===== config.mk =====
export PLATFORM = sky130hd
export DESIGN_NAME = led_matrix_scan_driver
export DESIGN_NICKNAME = d
export VERILOG_FILES = /design/src/rtl/core/lmsd_pkg.sv /design/src/rtl/core/lmsd_frame_store.sv /design/src/rtl/core/lmsd_sequencer.sv /design/src/rtl/core/led_matrix_scan_driver.sv
export SDC_FILE = /design/constraint.sdc
export NUM_CORES = 2
export LEC_CHECK = 0
export ABC_AREA = 1
export BUFFER_PORTS_ARGS = -buffer_cell sky130_fd_sc_hd__clkbuf_2
export CORE_MARGIN = 5
export CORE_UTILIZATION = 54
export CTS_CLUSTER_SIZE = 12
export DETAILED_ROUTE_END_ITERATION = 10
export PLACE_DENSITY = 0.66
export RECOVER_POWER = 100
export SLEW_MARGIN = 10
export SYNTH_ARGS = -nofsm -noshare
export SYNTH_HDL_FRONTEND = slang
export SYNTH_SLANG_ARGS = --single-unit

===== constraint.sdc =====
create_clock -name clk -period 26.2 [get_ports clk]
set_input_delay 5.24 -clock clk [delete_from_list [all_inputs] [get_ports clk]]
set_output_delay 5.24 -clock clk [all_outputs]
set_load 0.01 [all_outputs]

===== src/rtl/core/lmsd_pkg.sv =====
// Shared types and constants for the LED matrix scan driver.
// Depends on nothing; every other file in this block imports it.
`default_nettype none

package lmsd_pkg;

  localparam int SCAN_ROWS  = 8;
  localparam int COLUMNS    = 32;
  localparam int STORE_SIZE = 2 * SCAN_ROWS * COLUMNS;

  localparam int ADDR_W    = $clog2(STORE_SIZE);
  localparam int ROW_W     = $clog2(SCAN_ROWS);
  localparam int COL_W     = $clog2(COLUMNS + 1);

  localparam int TICK_W    = 16;
  localparam int CFG_IDX_W = 2;
  localparam int CFG_W     = 16;
  localparam int COLOR_W   = 3;
  localparam int SEL_W     = 3;

  localparam logic [TICK_W-1:0] PULSE_RESET = 16'd10;
  localparam logic [TICK_W-1:0] DWELL_RESET = 16'd1000;

  localparam logic [CFG_IDX_W-1:0] REG_PULSE_TICKS = 2'd0;
  localparam logic [CFG_IDX_W-1:0] REG_DWELL_TICKS = 2'd1;

  localparam logic REQ_PIXEL = 1'b0;
  localparam logic REQ_TICK  = 1'b1;

  typedef enum logic [7:0] {
    PH_BLANK      = 8'b0000_0001,
    PH_DATA       = 8'b0000_0010,
    PH_CLK_RISE   = 8'b0000_0100,
    PH_CLK_HOLD   = 8'b0000_1000,
    PH_LATCH_RISE = 8'b0001_0000,
    PH_LATCH_HOLD = 8'b0010_0000,
    PH_UNBLANK    = 8'b0100_0000,
    PH_DWELL      = 8'b1000_0000
  } phase_t;

  // What a tick does to the colour lines once the store read has returned.
  typedef enum logic [1:0] {
    COP_KEEP      = 2'd0,
    COP_CLEAR_TOP = 2'd1,
    COP_LOAD      = 2'd2
  } color_op_t;

  typedef struct packed {
    logic                en;
    logic [ADDR_W-1:0]   addr;
    logic [COLOR_W-1:0]  data;
  } pix_wr_t;

  typedef struct packed {
    logic                rd_en;
    logic [ADDR_W-1:0]   top_addr;
    logic [ADDR_W-1:0]   bot_addr;
    color_op_t           cop;
  } seq_ctl_t;

  typedef struct packed {
    logic [SEL_W-1:0]    row_sel;
    logic                clk;
    logic                lat;
    logic                oe;
  } pins_t;

endpackage

`default_nettype wire


===== src/rtl/core/lmsd_frame_store.sv =====
// Frame store: one write port and two registered read ports over all pixels.
// Runs a clearing pass after reset. Depends on lmsd_pkg.
`default_nettype none

module lmsd_frame_store (
  input  wire                           clk,
  input  wire                           rst_n,
  input  lmsd_pkg::pix_wr_t             wr,
  input  wire                           rd_en,
  input  wire [lmsd_pkg::ADDR_W-1:0]    rd_top_addr,
  input  wire [lmsd_pkg::ADDR_W-1:0]    rd_bot_addr,
  output logic [lmsd_pkg::COLOR_W-1:0]  rd_top_data,
  output logic [lmsd_pkg::COLOR_W-1:0]  rd_bot_data,
  output logic                          busy
);
  import lmsd_pkg::*;

  logic [COLOR_W-1:0] store_mem [STORE_SIZE];

  logic              clr_busy_r, clr_busy_nxt;
  logic [ADDR_W-1:0] clr_cnt_r, clr_cnt_nxt;

  logic               we;
  logic [ADDR_W-1:0]  waddr;
  logic [COLOR_W-1:0] wdata;

  always_comb begin
    clr_busy_nxt = clr_busy_r;
    clr_cnt_nxt  = clr_cnt_r;
    if (clr_busy_r) begin
      clr_cnt_nxt = clr_cnt_r + ADDR_W'(1);
      if (clr_cnt_r == ADDR_W'(STORE_SIZE - 1)) begin
        clr_busy_nxt = 1'b0;
      end
    end
    we    = clr_busy_r ? 1'b1 : wr.en;
    waddr = clr_busy_r ? clr_cnt_r : wr.addr;
    wdata = clr_busy_r ? '0 : wr.data;
  end

  always_ff @(posedge clk) begin
    if (!rst_n) begin
      clr_busy_r <= 1'b1;
      clr_cnt_r  <= '0;
    end else begin
      clr_busy_r <= clr_busy_nxt;
      clr_cnt_r  <= clr_cnt_nxt;
    end
  end

  always_ff @(posedge clk) begin
    if (we) begin
      store_mem[waddr] <= wdata;
    end
    if (rd_en) begin
      rd_top_data <= store_mem[rd_top_addr];
      rd_bot_data <= store_mem[rd_bot_addr];
    end
  end

  assign busy = clr_busy_r;

endmodule

`default_nettype wire


===== src/rtl/core/lmsd_sequencer.sv =====
// Scan sequencer: phase machine, column and tick counters, timing registers
// and the control pin levels. Depends on lmsd_pkg.
`default_nettype none

module lmsd_sequencer (
  input  wire                             clk,
  input  wire                             rst_n,
  input  wire                             step,
  input  wire                             cfg_we,
  input  wire [lmsd_pkg::CFG_IDX_W-1:0]   cfg_index,
  input  wire [lmsd_pkg::CFG_W-1:0]       cfg_wdata,
  output lmsd_pkg::seq_ctl_t              ctl,
  output lmsd_pkg::pins_t                 pins
);
  import lmsd_pkg::*;

  phase_t             phase_r, phase_nxt;
  logic [ROW_W-1:0]   row_r, row_nxt;
  logic [COL_W-1:0]   col_r, col_nxt;
  logic [TICK_W-1:0]  tick_r, tick_nxt;
  logic [TICK_W-1:0]  pulse_r, dwell_r;
  pins_t              pins_r, pins_nxt;
  logic [ROW_W-1:0]   row_inc;

  assign row_inc = (32'(row_r) == SCAN_ROWS - 1) ? '0 : row_r + ROW_W'(1);

  always_comb begin
    phase_nxt    = phase_r;
    row_nxt      = row_r;
    col_nxt      = col_r;
    tick_nxt     = tick_r;
    pins_nxt     = pins_r;
    ctl.rd_en    = 1'b0;
    ctl.cop      = COP_KEEP;
    ctl.top_addr = ADDR_W'(32'(row_r) * COLUMNS + 32'(col_r));
    ctl.bot_addr = ADDR_W'((32'(row_r) + SCAN_ROWS) * COLUMNS + 32'(col_r));
    if (step) begin
      case (phase_r)
        PH_BLANK: begin
          pins_nxt  = '{row_sel: SEL_W'(row_r), clk: 1'b0, lat: 1'b0, oe: 1'b1};
          ctl.cop   = COP_CLEAR_TOP;
          col_nxt   = '0;
          phase_nxt = PH_DATA;
        end
        PH_DATA: begin
          ctl.rd_en = 1'b1;
          ctl.cop   = COP_LOAD;
          phase_nxt = PH_CLK_RISE;
        end
        PH_CLK_RISE: begin
          pins_nxt.clk = 1'b1;
          tick_nxt     = TICK_W'(1);
          phase_nxt    = PH_CLK_HOLD;
        end
        PH_CLK_HOLD: begin
          if (tick_r >= pulse_r) begin
            pins_nxt.clk = 1'b0;
            col_nxt      = col_r + COL_W'(1);
            phase_nxt    = (32'(col_r) + 1 >= COLUMNS) ? PH_LATCH_RISE : PH_DATA;
          end else begin
            tick_nxt = tick_r + TICK_W'(1);
          end
        end
        PH_LATCH_RISE: begin
          pins_nxt.lat = 1'b1;
          tick_nxt     = TICK_W'(1);
          phase_nxt    = PH_LATCH_HOLD;
        end
        PH_LATCH_HOLD: begin
          if (tick_r >= pulse_r) begin
            pins_nxt.lat = 1'b0;
            phase_nxt    = PH_UNBLANK;
          end else begin
            tick_nxt = tick_r + TICK_W'(1);
          end
        end
        PH_UNBLANK: begin
          pins_nxt.oe = 1'b0;
          tick_nxt    = TICK_W'(1);
          phase_nxt   = PH_DWELL;
        end
        PH_DWELL: begin
          // The tick that ends the dwell already blanks for the next row pair.
          if (tick_r >= dwell_r) begin
            row_nxt   = row_inc;
            pins_nxt  = '{row_sel: SEL_W'(row_inc), clk: 1'b0, lat: 1'b0, oe: 1'b1};
            ctl.cop   = COP_CLEAR_TOP;
            col_nxt   = '0;
            phase_nxt = PH_DATA;
          end else begin
            tick_nxt = tick_r + TICK_W'(1);
          end
        end
        default: begin
          phase_nxt = PH_BLANK;
        end
      endcase
    end
  end

  always_ff @(posedge clk) begin
    if (!rst_n) begin
      phase_r <= PH_BLANK;
      row_r   <= '0;
      col_r   <= '0;
      tick_r  <= '0;
      pins_r  <= '{row_sel: '0, clk: 1'b0, lat: 1'b0, oe: 1'b1};
      pulse_r <= PULSE_RESET;
      dwell_r <= DWELL_RESET;
    end else begin
      phase_r <= phase_nxt;
      row_r   <= row_nxt;
      col_r   <= col_nxt;
      tick_r  <= tick_nxt;
      pins_r  <= pins_nxt;
      if (cfg_we && cfg_index == REG_PULSE_TICKS) begin
        pulse_r <= cfg_wdata;
      end
      if (cfg_we && cfg_index == REG_DWELL_TICKS) begin
        dwell_r <= cfg_wdata;
      end
    end
  end

  assign pins = pins_r;

endmodule

`default_nettype wire


===== src/rtl/core/led_matrix_scan_driver.sv =====
// Top level of the LED matrix scan driver: input stage, store read stage and
// output register. Depends on lmsd_pkg, lmsd_frame_store and lmsd_sequencer.
//
// Each input word is either a pixel write or one timebase tick, and each
// returns one output word with the panel pin levels after it. The block takes
// one word per clock cycle while in_tready is high, and passes each word through
// the store read stage and then the output register; the read stage holds the
// registered read of the frame store, which feeds the colour lines when a
// column's pixels are presented. The output register lets the next word enter
// while a result waits, and in_tready drops when both stages are full and
// during the clearing pass. After reset the frame store is cleared one pixel per
// cycle, with in_tready held low; configuration writes are taken during that pass.
`default_nettype none

module led_matrix_scan_driver (
  input  wire                             clk,
  input  wire                             rst_n,
  input  wire                             in_tvalid,
  output logic                            in_tready,
  // [4:0] pixel_x, [8:5] pixel_y, [11:9] pixel_color, [15:12] zero
  input  wire [15:0]                      in_tdata,
  // [0] req_type
  input  wire [0:0]                       in_tuser,
  output logic                            out_tvalid,
  input  wire                             out_tready,
  // [2:0] top_color, [5:3] bottom_color, [8:6] row_select, [9] shift_clock,
  // [10] latch_strobe, [11] output_blank, [15:12] zero
  output logic [15:0]                     out_tdata,
  input  wire                             cfg_we,
  input  wire [lmsd_pkg::CFG_IDX_W-1:0]   cfg_index,
  input  wire [lmsd_pkg::CFG_W-1:0]       cfg_wdata
);
  import lmsd_pkg::*;

  logic               in_fire, out_free, store_busy, step;
  logic [4:0]         pix_x;
  logic [3:0]         pix_y;
  logic [COLOR_W-1:0] pix_color;
  pix_wr_t            wr;
  seq_ctl_t           ctl;
  pins_t              pins;
  logic [COLOR_W-1:0] rd_top, rd_bot;

  logic               s1_valid_r, s1_valid_nxt;
  color_op_t          s1_cop_r;
  logic               out_valid_r, out_valid_nxt;
  logic [15:0]        out_data_r;
  logic [COLOR_W-1:0] top_r, top_nxt, bot_r, bot_nxt;

  assign out_free  = !out_valid_r || out_tready;
  assign in_tready = !store_busy && (!s1_valid_r || out_free);
  assign in_fire   = in_tvalid && in_tready;
  assign step      = in_fire && (in_tuser[0] == REQ_TICK);

  assign pix_x     = in_tdata[4:0];
  assign pix_y     = in_tdata[8:5];
  assign pix_color = in_tdata[11:9];

  always_comb begin
    wr.en   = in_fire && (in_tuser[0] == REQ_PIXEL) &&
              (32'(pix_x) < COLUMNS) && (32'(pix_y) < 2 * SCAN_ROWS);
    wr.addr = ADDR_W'(32'(pix_y) * COLUMNS + 32'(pix_x));
    wr.data = pix_color;
  end

  lmsd_sequencer u_seq (
    .clk       (clk),
    .rst_n     (rst_n),
    .step      (step),
    .cfg_we    (cfg_we),
    .cfg_index (cfg_index),
    .cfg_wdata (cfg_wdata),
    .ctl       (ctl),
    .pins      (pins)
  );

  lmsd_frame_store u_store (
    .clk         (clk),
    .rst_n       (rst_n),
    .wr          (wr),
    .rd_en       (ctl.rd_en),
    .rd_top_addr (ctl.top_addr),
    .rd_bot_addr (ctl.bot_addr),
    .rd_top_data (rd_top),
    .rd_bot_data (rd_bot),
    .busy        (store_busy)
  );

  always_comb begin
    top_nxt = top_r;
    bot_nxt = bot_r;
    case (s1_cop_r)
      COP_LOAD: begin
        top_nxt = rd_top;
        bot_nxt = rd_bot;
      end
      COP_CLEAR_TOP: begin
        top_nxt = '0;
      end
      default: begin
      end
    endcase
    s1_valid_nxt  = in_fire ? 1'b1 : (out_free ? 1'b0 : s1_valid_r);
    out_valid_nxt = (s1_valid_r && out_free) ? 1'b1 :
                    (out_tready ? 1'b0 : out_valid_r);
  end

  always_ff @(posedge clk) begin
    if (!rst_n) begin
      s1_valid_r  <= 1'b0;
      out_valid_r <= 1'b0;
      top_r       <= '0;
      bot_r       <= '0;
    end else begin
      s1_valid_r  <= s1_valid_nxt;
      out_valid_r <= out_valid_nxt;
      if (s1_valid_r && out_free) begin
        top_r <= top_nxt;
        bot_r <= bot_nxt;
      end
    end
  end

  // The sequencer pins already hold the levels after the word in stage one,
  // since no later word can enter until that word moves on.
  always_ff @(posedge clk) begin
    if (in_fire) begin
      s1_cop_r <= step ? ctl.cop : COP_KEEP;
    end
    if (s1_valid_r && out_free) begin
      out_data_r <= {4'b0, pins.oe, pins.lat, pins.clk, pins.row_sel, bot_nxt, top_nxt};
    end
  end

  assign out_tvalid = out_valid_r;
  assign out_tdata  = out_data_r;

`ifndef ASSERT_OFF
  a_clear_blocks_input: assert property (@(posedge clk) disable iff (!rst_n)
    store_busy |-> !in_tready)
    else $error("word accepted during frame store clearing pass");

  a_accept_fills_stage: assert property (@(posedge clk) disable iff (!rst_n)
    in_fire |=> s1_valid_r)
    else $error("accepted word did not reach the read stage");

  a_full_pipe_stalls: assert property (@(posedge clk) disable iff (!rst_n)
    (s1_valid_r && out_valid_r && !out_tready) |-> !in_tready)
    else $error("input taken while both stages are full");

  a_lit_pins_quiet: assert property (@(posedge clk) disable iff (!rst_n)
    !pins.oe |-> (!pins.clk && !pins.lat))
    else $error("shift clock or latch active while panel is lit");
`endif

endmodule

`default_nettype wire

Word-level counts from Yosys, hierarchy flattened --
Memories as Yosys holds them, arrays and structs flattened. A register that Yosys moved wholly into a read port is not among the register bits. Index checks and enable logic that the tools add are counted.
Storage, ports and cells: register bits 103, bits in latches 0, bits in writable memories 1536, memory bits (read-only) 0, input port bits 40, output and inout bits 18, logic and storage cells 116, memories kept 1
Cells by class: add/sub/neg operators 9, $mul 0, div/mod/pow operators 0, magnitude comparators 3, equality and inequality tests 18, shift operators 0, multiplexer cells 35, bitwise gates (word level) 1, reduce and logical (&&, ||, !) cells 31
Memory list:
- u_store.store_mem | words 512, bits a word 3, rd ports 2, clocked after Yosys merged registers in 2, wr ports 1, line lmsd_frame_store.sv:18 | logic [COLOR_W-1:0] store_mem [STORE_SIZE];
Operator list (number):
- case mux 8 bit (8 select lines) | 1
- case mux 16 bit (3 select lines) | 1
- greater-or-equal comparator 16 bit | 2
- greater-or-equal comparator 32 x 6 -> 1 bit (second input constant) | 1
- 2-to-1 mux 16 bit | 2
- 2-to-1 mux 8 bit | 3
- AND reduction 4 bit | 5
- 2-to-1 mux 6 bit | 3
- case mux 6 bit (3 select lines) | 1
- adder 16 x 1 -> 16 bit (second input constant) | 1
- 2-to-1 mux 1 bit | 13
- case mux 3 bit (2 select lines) | 2
- adder 8 x 6 -> 9 bit | 1
- adder 9 x 1 -> 9 bit (second input constant) | 1
- adder 9 x 5 -> 9 bit | 1
- adder 9 x 6 -> 9 bit | 1
- equality test 9 bit (second input constant) | 1
- 2-to-1 mux 3 bit | 3
- 2-to-1 mux 9 bit | 1
- AND reduction 3 bit | 3
- nonzero test 3 bit | 3
- equality test 8 x 1 -> 1 bit (second input constant) | 1
- equality test 8 x 2 -> 1 bit (second input constant) | 1
- equality test 8 x 3 -> 1 bit (second input constant) | 1
- 27 further kinds | 44

Longest topological paths before layout --
depth in word-level cells 9, gate-level depth with buffers 17, depth with buffers taken out 15

By module --
A second synthesis with hierarchy kept.
Unflattened totals: cells, all modules 9960, area total of the unflattened synthesis 86411.6 um^2
Modules (own cells, without submodules):
- lmsd_frame_store | times used 1, cells each 9191, area an instance 81019.0 um^2, seq. area each 46504.6 um^2
- lmsd_sequencer | times used 1, cells each 660, area an instance 4428.0 um^2, seq. area each 1421.4 um^2
- led_matrix_scan_driver | times used 1, cells each 109, area an instance 964.7 um^2, seq. area each 580.6 um^2

Worst setup path before layout --
Ideal clock, no wire load.
kind input port to flip-flop, from input in_tdata[9], to memory u_store.store_mem[0][0] (data pin), setup time 2.611 ns, data arrival time 17.139 ns, required time 23.589 ns, slack 6.450 ns, stages 2, path buffers 0, cell sequence inv_1 -> nor2_1
On the way: word-level cells in the longest chain between the ends 1
RTL lines:
- from (decl) | line led_matrix_scan_driver.sv:21 | input wire [15:0] in_tdata,
- 2-to-1 mux 3 bit | line lmsd_frame_store.sv:38 | wdata = clr_busy_r ? '0 : wr.data;
- net u_store.wdata[0] | line lmsd_frame_store.sv:25 | logic [COLOR_W-1:0] wdata;
- to (decl) | line lmsd_frame_store.sv:18
The timed path passes the listed nets, and every way through them passes these cells.

Worst setup path in the final report --
from input in_tdata[9], to memory u_store.store_mem[195][0] (data pin)
The elaborated chain is that of the path after synthesis.

==> results.tsv <==
stage	metric	value	unit
status	violated checks	capacitance limit, slew limit	
pwr	sequential share of power	0.558	
drt	Final ANT Viol Nets	0	
cts	Clock Sinks	1645	
critical_path	Critical Path RT	26350	ps
drt	Iteration-0 DRC Markers	5228	
critical_path	crit-path max cell delay	6840	ps
layout	nets	6846	
pwr	Internal	4.08	mW
placed_design	I/O Buffers	49	
global_route	antenna violations before repair	5	
floorplanning	core area	0.131	mm²
synthesis	Async SR Flop Fraction	0	
cts	H-tree lvl count	4	
synthesis	Synth Instances	6907	
drt	total wire length	180000	µm
floorplanning	die height	373	µm
critical_path	Worst Setup End Kind	flip-flop	
drt	Initial DRT Pass Iterations	7	
timing	Setup-failing EPs final	0	
cts	hold_buf cts	0	
global_route	met2 usage	0.424	
synthesis	EDFF count, synth	1556	
global_route	GRT Total Usage	0.254	
cts	CTS max path bufs	3	
hold_path	worst hold path type	flip-flop to flip-flop	
critical_path	most frequent CP cell	clkbuf_1	
synthesis	Ys Warns	0	
synthesis	commonest register cell after synthesis	edfxtp_1	
placed_design	dpl hpwl	95300	µm
synthesis	Synth Register Bits	1645	
cts	CTS buffer count	169	
timing	post-route minimum period	17480	ps
placed_design	routability cong.	0.845	
cts	worst skew pair latency	800	ps
floorplanning	Starting Density	0.542	
global_route	first-pass GRT wire length	273000	µm
timing	Hold Violations, Final	0	
layout	most common cell after layout, fill and taps aside	nand2_1	
floorplanning	I/O pin cnt	58	
layout	share of cells above drive strength 1	0.0467	
placed_design	pre-CTS WS	15230	ps
pwr	Max IR drop VDD	0.0693	mV
global_route	GRT busiest layer	met2	
timing	clk_skew	26.0	ps
critical_path	Crit Path Max Fanout	204	
global_route	vias in the first global route	47068	
critical_path	critical path, cell by cell	clkbuf_2 > inv_1 > nor2_4 > clkbuf_1 > clkbuf_1 > clkbuf_1	
cts	Clock transition at path regs	50	ps
pwr	Sw Share	0.198	
synthesis	synth unique cells	40	
pwr	PD cells	66.0	mW/mm²
cts	Setup Fix Bufs, Post-CTS	0	
drt	total number of vias	48576	
timing	Final Max Slew Viols	2210	
timing	Slew HR	-5.87	
timing	RSZ-0062 raised after global routing	no	
critical_path	CP Data Arrival Time	17630	ps
global_route	met3 Use GR	0.0390	
drt	drt drc	0	
critical_path	Setup crit start kind	primary input	
pwr	Gate power share	0.010	
synthesis	syn avg cell area	10.3	µm²
cts	CTS Root Cell	clkbuf_16	
synthesis	Seq/Total Area, Yosys	0.683	
global_route	met1 GRT Util	0.341	
pwr	NetSw	1.01	mW
synthesis	Mapped Area	0.0710	mm²
layout	FF+latch area	0.0485	mm²
timing	Final WS setup	8720	ps
layout	# fillers	10960	
layout	commonest non-fill, non-tap cells in the layout	nand2_1 (1,776), edfxtp_1 (1,556), nor2_1 (1,220), nand3_1 (765), inv_1 (354)	
cts	cts repair resizes	0	
global_route	GR Overflow Total	0	
layout	Layout area overhead	8.36	%
pwr	Overall Power	5.08	mW
critical_path	critical path type	primary input to flip-flop	
critical_path	CP max-delay cell	clkbuf_1	
floorplanning	row cnt	133	
drt	routed length per instance	20.9	µm
job	max cap viols	37	
layout	multi-input logic area	0.0193	mm²
cts	CTS tree	done	
timing	Max Clk Rate	57.2	MHz
global_route	pin count of the biggest net entering global routing	224	
pwr	Clock Power Share	0.432	
timing	Slew @ Worst Pin	10310	ps
status	status	complete, but fails checks	
timing	Fin Setup TNS	0	ps
critical_path	worst path buffer plus inverter count	5	
timing	Tcrit/Tclk final	0.667	
drt	DR vias/cell	5.63	
floorplanning	die area	0.139	mm²
floorplanning	Die X	373	µm
pwr	leakage	28.3	nW
critical_path	CP top delay family	buffers and inverters	
## registers in the layout, indices dropped and copies added, names as in the netlist, 2 cells and up
signal	cells
out_tdata	12
u_seq.pulse_r	16
u_seq.phase_r	8
u_seq.col_r	6
bot_r	3
u_seq.pins	6
u_store.store_mem	1536
u_seq.row_r	3
top_r	3
s1_cop_r	2
u_store.rd_top_data	3
u_seq.tick_r	16
u_seq.dwell_r	16
u_store.rd_bot_data	3
u_store.clr_cnt_r	9
## routing by layer
metal | wire length (µm) | up-vias
met4 | 6390 | 0
li1 | - | 22992
met1 | 73100 | 23338
met3 | 14500 | 335
met2 | 86400 | 1911
met5 | 0 | -
## cell families after synthesis
| kind of cell | Yosys count | synth area share |
|---|---|---|
| and+or+nand+nor | 3851 | 0.220 |
| other | 1 | 0.0000528 |
| AOI/OAI and AO/OA | 559 | 0.0415 |
| DFF | 1645 | 0.683 |
| xor gates and xnor gates | 11 | 0.00136 |
| buffers and inverters | 799 | 0.0467 |
| adders and majority gates | 41 | 0.00722 |
## layout make-up
class	count	share of cell area
Antenna cell	1	0.0000325
Clock inverter	64	0.00631
Inverter	372	0.0183
Multi-Input combinational cell	4466	0.250
Sequential cell	1645	0.630
Clock buffer	217	0.0582
Tap cell	1755	0.0285
Timing Repair Buffer	111	0.00835
## stage by stage
step | util | hold WS [ps] | cells | area, µm²
6_report | 0.587 | 430 | 8631 | 77000
5_1_grt | 0.587 | 442 | 8630 | 77000
4_1_cts | 0.589 | 430 | 8630 | 77200
3_5_place_dp | 0.551 | 415 | 8349 | 72300
3_3_place_gp | 0.551 | 416 | 8349 | 72300
2_1_floorplan | - | 403 | 6910 | 71100
## worst paths after layout
check / start / endpoint / slack [ps] / depth (start not counted)
hold / removal: u_seq.pins[3] / out_tdata[6] / 430 / 0
setup / recovery: in_tdata[9] / u_store.store_mem[195][0] / 8720 / 6
hold reg to reg: u_seq.pins[3] / out_tdata[6] / 430 / 0
setup reg to reg: u_seq.col_r[0] / u_store.rd_bot_data[2] / 11380 / 14
## cell usage after synthesis, types with 11 or more instances
master / n / area, µm²
nand2_1: 1775 / 6660
edfxtp_1: 1556 / 46700
nor2_1: 1221 / 4580
nand3_1: 765 / 3830
inv_1: 357 / 1340
o21ai_0: 333 / 1670
clkbuf_1: 185 / 694
buf_2: 180 / 901
a21oi_1: 164 / 821
dfxtp_1: 89 / 1780
o211ai_1: 50 / 375
ha_1: 41 / 513
buf_1: 40 / 150
nor3_1: 25 / 125
nand4_1: 23 / 144
buf_4: 19 / 143
inv_2: 13 / 48.8
nor2_2: 11 / 68.8
## power by group through the flow
stage	clock [mW]	sequential [mW]	combinational (mW)
2_1_floorplan	0	2.89	0.0228
3_3_place_gp	0	2.89	0.0491
3_5_place_dp	0	2.89	0.0496
4_1_cts	2.22	2.84	0.0500
5_1_grt	2.34	2.84	0.0521
6_report	2.20	2.84	0.0489
Note: power is estimated with default switching activity, not from simulation.
